### src/sssp_pkg.sv
// shared types, constants and controller codes for the shortest path block
package sssp_pkg;
  localparam int MaxVertices = 64;
  localparam int MaxEdges = 256;
  localparam int WeightBits = 16;
  localparam int VertexBits = $clog2(MaxVertices);
  localparam int CountBits = VertexBits + 1;
  localparam int EdgeAddrBits = $clog2(MaxEdges);
  localparam int EdgeCountBits = EdgeAddrBits + 1;
  localparam int DistBits = 24;
  localparam logic [DistBits-1:0] DistMax = {DistBits{1'b1}};
  localparam int EdgeWordBits = 2 * VertexBits + WeightBits;

  // input item modes
  localparam logic ModeAdd = 1'b0;
  localparam logic ModeRun = 1'b1;

  typedef enum logic [3:0] {
    ST_IDLE,
    ST_CLEAR,
    ST_SCAN,
    ST_SCAN_END,
    ST_SETTLE,
    ST_EDGE_RD,
    ST_EDGE_CHK,
    ST_EDGE_WB,
    ST_OUT_RD,
    ST_OUT_WAIT,
    ST_OUT_SEND
  } state_t;

  typedef struct packed {
    logic       load_run;
    logic       add_edge;
    logic       mark_src;
    logic       scan_start;
    logic       scan_step;
    logic       scan_last;
    logic       settle;
    logic       edge_chk;
    logic       edge_wb;
    logic       out_rd;
    logic       out_load;
  } cmd_t;

  typedef struct packed {
    logic       add_ok;
    logic       src_ok;
    logic       scan_end;
    logic       found;
    logic       no_edges;
    logic       edge_end;
    logic       out_last;
  } status_t;
endpackage

### src/sssp_ctrl.sv
// controller state machine for edge loads, runs and result streaming
module sssp_ctrl import sssp_pkg::*; (
  input  logic    clk,
  input  logic    rst,
  input  logic    in_valid,
  output logic    in_ready,
  input  logic    mode,
  output logic    out_valid,
  input  logic    out_ready,
  output cmd_t    cmd,
  input  status_t status
);
  state_t state, state_next;

  always_ff @(posedge clk) begin
    if (rst) begin
      state <= ST_IDLE;
    end else begin
      state <= state_next;
    end
  end

  always_comb begin
    state_next = state;
    cmd = '0;
    in_ready = 1'b0;
    out_valid = 1'b0;
    unique case (state)
      ST_IDLE: begin
        in_ready = 1'b1;
        if (in_valid) begin
          if (mode == ModeAdd) begin
            cmd.add_edge = status.add_ok;
          end else begin
            cmd.load_run = 1'b1;
            state_next = ST_CLEAR;
          end
        end
      end
      ST_CLEAR: begin
        cmd.mark_src = status.src_ok;
        cmd.scan_start = 1'b1;
        state_next = status.src_ok ? ST_SCAN : ST_OUT_RD;
      end
      ST_SCAN: begin
        cmd.scan_step = 1'b1;
        if (status.scan_end) state_next = ST_SCAN_END;
      end
      ST_SCAN_END: begin
        cmd.scan_last = 1'b1;
        state_next = ST_SETTLE;
      end
      ST_SETTLE: begin
        if (!status.found) begin
          cmd.scan_start = 1'b1;
          state_next = ST_OUT_RD;
        end else if (status.no_edges) begin
          cmd.settle = 1'b1;
          cmd.scan_start = 1'b1;
          state_next = ST_SCAN;
        end else begin
          cmd.settle = 1'b1;
          state_next = ST_EDGE_RD;
        end
      end
      ST_EDGE_RD: begin
        state_next = ST_EDGE_CHK;
      end
      ST_EDGE_CHK: begin
        cmd.edge_chk = 1'b1;
        state_next = ST_EDGE_WB;
      end
      ST_EDGE_WB: begin
        cmd.edge_wb = 1'b1;
        if (status.edge_end) begin
          cmd.scan_start = 1'b1;
          state_next = ST_SCAN;
        end else begin
          state_next = ST_EDGE_RD;
        end
      end
      ST_OUT_RD: begin
        cmd.out_rd = 1'b1;
        state_next = ST_OUT_WAIT;
      end
      ST_OUT_WAIT: begin
        cmd.out_load = 1'b1;
        state_next = ST_OUT_SEND;
      end
      ST_OUT_SEND: begin
        out_valid = 1'b1;
        if (out_ready) begin
          state_next = status.out_last ? ST_IDLE : ST_OUT_RD;
        end
      end
      default: state_next = ST_IDLE;
    endcase
  end
endmodule

### config.mk
export PLATFORM = sky130hd
export DESIGN_NAME = sssp_ctrl
export DESIGN_NICKNAME = d
export VERILOG_FILES = /design/src/sssp_pkg.sv /design/src/sssp_ctrl.sv
export SDC_FILE = /design/constraint.sdc
export NUM_CORES = 1
export LEC_CHECK = 0
export BUFFER_PORTS_ARGS = -buffer_cell sky130_fd_sc_hd__clkbuf_2
export CAP_MARGIN = 20
export CORE_AREA = 5 5 42 44
export DETAILED_ROUTE_END_ITERATION = 6
export DIE_AREA = 0 0 47 49
export GPL_ROUTABILITY_DRIVEN = 0
export SKIP_CTS_REPAIR_TIMING = 1
export SYNTH_ARGS = -nofsm -noshare
export SYNTH_HDL_FRONTEND = slang
export SYNTH_SLANG_ARGS = --single-unit
### constraint.sdc
create_clock -name clk -period 2.3 [get_ports clk]
set_input_delay 0.23 -clock clk [delete_from_list [all_inputs] [get_ports clk]]
set_output_delay 0.23 -clock clk [all_outputs]
set_load 0.01 [all_outputs]
==> metrics <==
Clk Latency, worst-skew pair=0.24 ns; Via-to-Cell Ratio=between 5 and 6; required time of the critical path=2.07 ns; post-route minimum period=between 1.5 and 2 ns; worst r2r path cells=4; fill cell count=around 160; Yosys warnings=0; Setup TNS=0 ns; HP Class=in2reg; startpoint type of the worst setup path=flop; post-layout util=0.419; Synth-to-Final Area Change=28.5%; Syn Inst Count=70; # setup viols final=0; fmax=about 0.53 GHz; IO Port Bufs=24; die area=between 2000 and 2500 sq um; routed len/inst=12.5 um; Met1 Wirelength=612 um; status=finished, final reports clean; Slew Limit Fails=0; Max Cap Viol=0; post-DP HPWL=987 um; hold path start=rst; Clock Root Buffer=clkbuf_4; H-tree depth=1; IO Count=25; CTS Sinks=4; Mapped Area=457 sq um; Synth Register Bits=4; highest routed layer=met4; drt drc=0; Pwr per Cell Area=1120 nW/um^2; worst vdd ir=0.631 mV; Post-synth EDFFs=0; CTS tree=built; first-pass GRT wire length=2130 um; total track usage=0.130; Most used DFF post-synth=dfxtp_1; RSZ-0062 raised after global routing=false; Reg-to-Reg End=state[3]; R2R Path Start=state[0]; largest net degree at the start of global routing=21; Max Buffers Root-to-Sink=2; endpoint of the worst hold path=state[2]; max reg flops=4; Mapped Nets=82; critical path arrival=between 1.5 and 2 ns; register area share after synthesis=0.175; clock skew=0.00156 ns; site row count=14; Mean Syn Cell Area=around 6.5 sq um; Clock Pin Slew Worst Setup and Hold Paths=0.04 ns; Regs by FF count=state x4; kind of critical path=reg2out; grt total ovfl=0; CTS Buf Count=3; chip width=47 um; share of cells above drive strength 1=0.304; Top reg by flops=state; Total Nets Final=roughly 110; Post-Place Worst Slack=0.613 ns; CP endpoint kind=primary output; Final ANT Viol Nets=0; Worst R2R Setup Slack=0.60 ns; crit path max fanout=20; TritonRoute pass-1 iters=4; LEAKAGE=0.281 nW; initial antenna violation count=0; hold path depth=2; Multi-input gate area=329 sq um; routed wire length=1350 um; final hold viol count=0; DRT iter0 DRCs=8; commonest non-fill, non-tap cell in the layout=clkbuf_2; slew margin rel.=0.567; Ant. Diodes=0; total core area=1400 sq um; wire length on met3=80 um; worst setup margin=approximately 0.43 ns; Final period util=0.815; Register Area=80.1 sq um; distinct cell type count after synthesis=31; initial core utilization=0.326; commonest non-fill, non-tap cells in the layout=24 x clkbuf_2, 11 x nor2_1, 7 x a21oi_1; Die Height=just under 50 um; total number of vias=567; Routed met2 length=641 um; vias in the first global route=between 400 and 500; Async SR Flop Fraction=0; worst-margin pin slew=0.649 ns
-- cells in the mapped netlist (all sizes together) (2+ instances only) --
cell / number / area [sq um]
a211o: 2 / 17.5
a21oi: 7 / 35.0
and3: 3 / 18.8
buf: 4 / 28.8
dfxtp: 4 / 80.1
inv: 4 / 15.0
nand2: 5 / 18.8
nand2b: 3 / 18.8
nor2: 11 / 41.3
nor2b: 3 / 18.8
nor3: 4 / 25.0
o21ai: 5 / 25.0
-- routing by layer --
layer / up-vias / track usage
li1: 293 / -
met1: 256 / 0.174
met2: 14 / 0.167
met3: 4 / 0.0517
met4: 0 / 0.0829
met5: - / 0
-- worst max-delay path by stage --
stage	startpoint	to	slack, ns	cells past startpoint
after detailed placement	state[0]	state[3]	0.61	4
final	state[0]	cmd[9]	0.43	3
after global routing	state[0]	cmd[9]	0.28	3
after floorplan	state[3]	cmd[9]	0.80	2
after global placement	state[0]	state[3]	0.69	4
after CTS	state[0]	cmd[9]	0.42	3
-- final cells by class --
class	count	area share
Clock buffer	3	0.0384
Inverter	4	0.0256
Sequential cell	4	0.136
Multi-Input combinational cell	57	0.561
Tap cell	16	0.0341
Timing Repair Buffer	24	0.205
-- critical path, cell delays in order (launching register included) --
cell and delay [ns]:
dfxtp_1 0.50, nor4_1 0.50, and4b_1 0.26, clkbuf_2 0.13
-- through the flow --
| step | hold WS [ns] | total power [mW] | instance area [sq um] | cells |
|---|---|---|---|---|
| detailed placement | 0.456 | 0.571 | 564 | 105 |
| finish | 0.205 | 0.657 | 587 | 108 |
| floorplan | 0.299 | 0.483 | 457 | 70 |
| global placement | 0.454 | 0.561 | 564 | 105 |
| global route | 0.209 | 0.733 | 587 | 108 |
| CTS | 0.198 | 0.666 | 587 | 108 |
-- power by group --
group | total [mW] | switching, mW | internal, mW | leakage (nW)
sequential | 0.209 | 0.114 | 0.0953 | 0.0327
clock | 0.0894 | 0.0309 | 0.0585 | 0.0138
combinational | 0.358 | 0.177 | 0.181 | 0.235
-- cell families (layout without fill, tap and decap cells) --
family	count (synthesis)	count (layout)	share of synthesized area
flops	4	4	0.175
buf+inv	9	31	0.104
xor+xnor	1	1	0.0192
compound gates	22	22	0.307
simple gates	34	34	0.395
No activity file was read; power rests on OpenSTA's default activity.
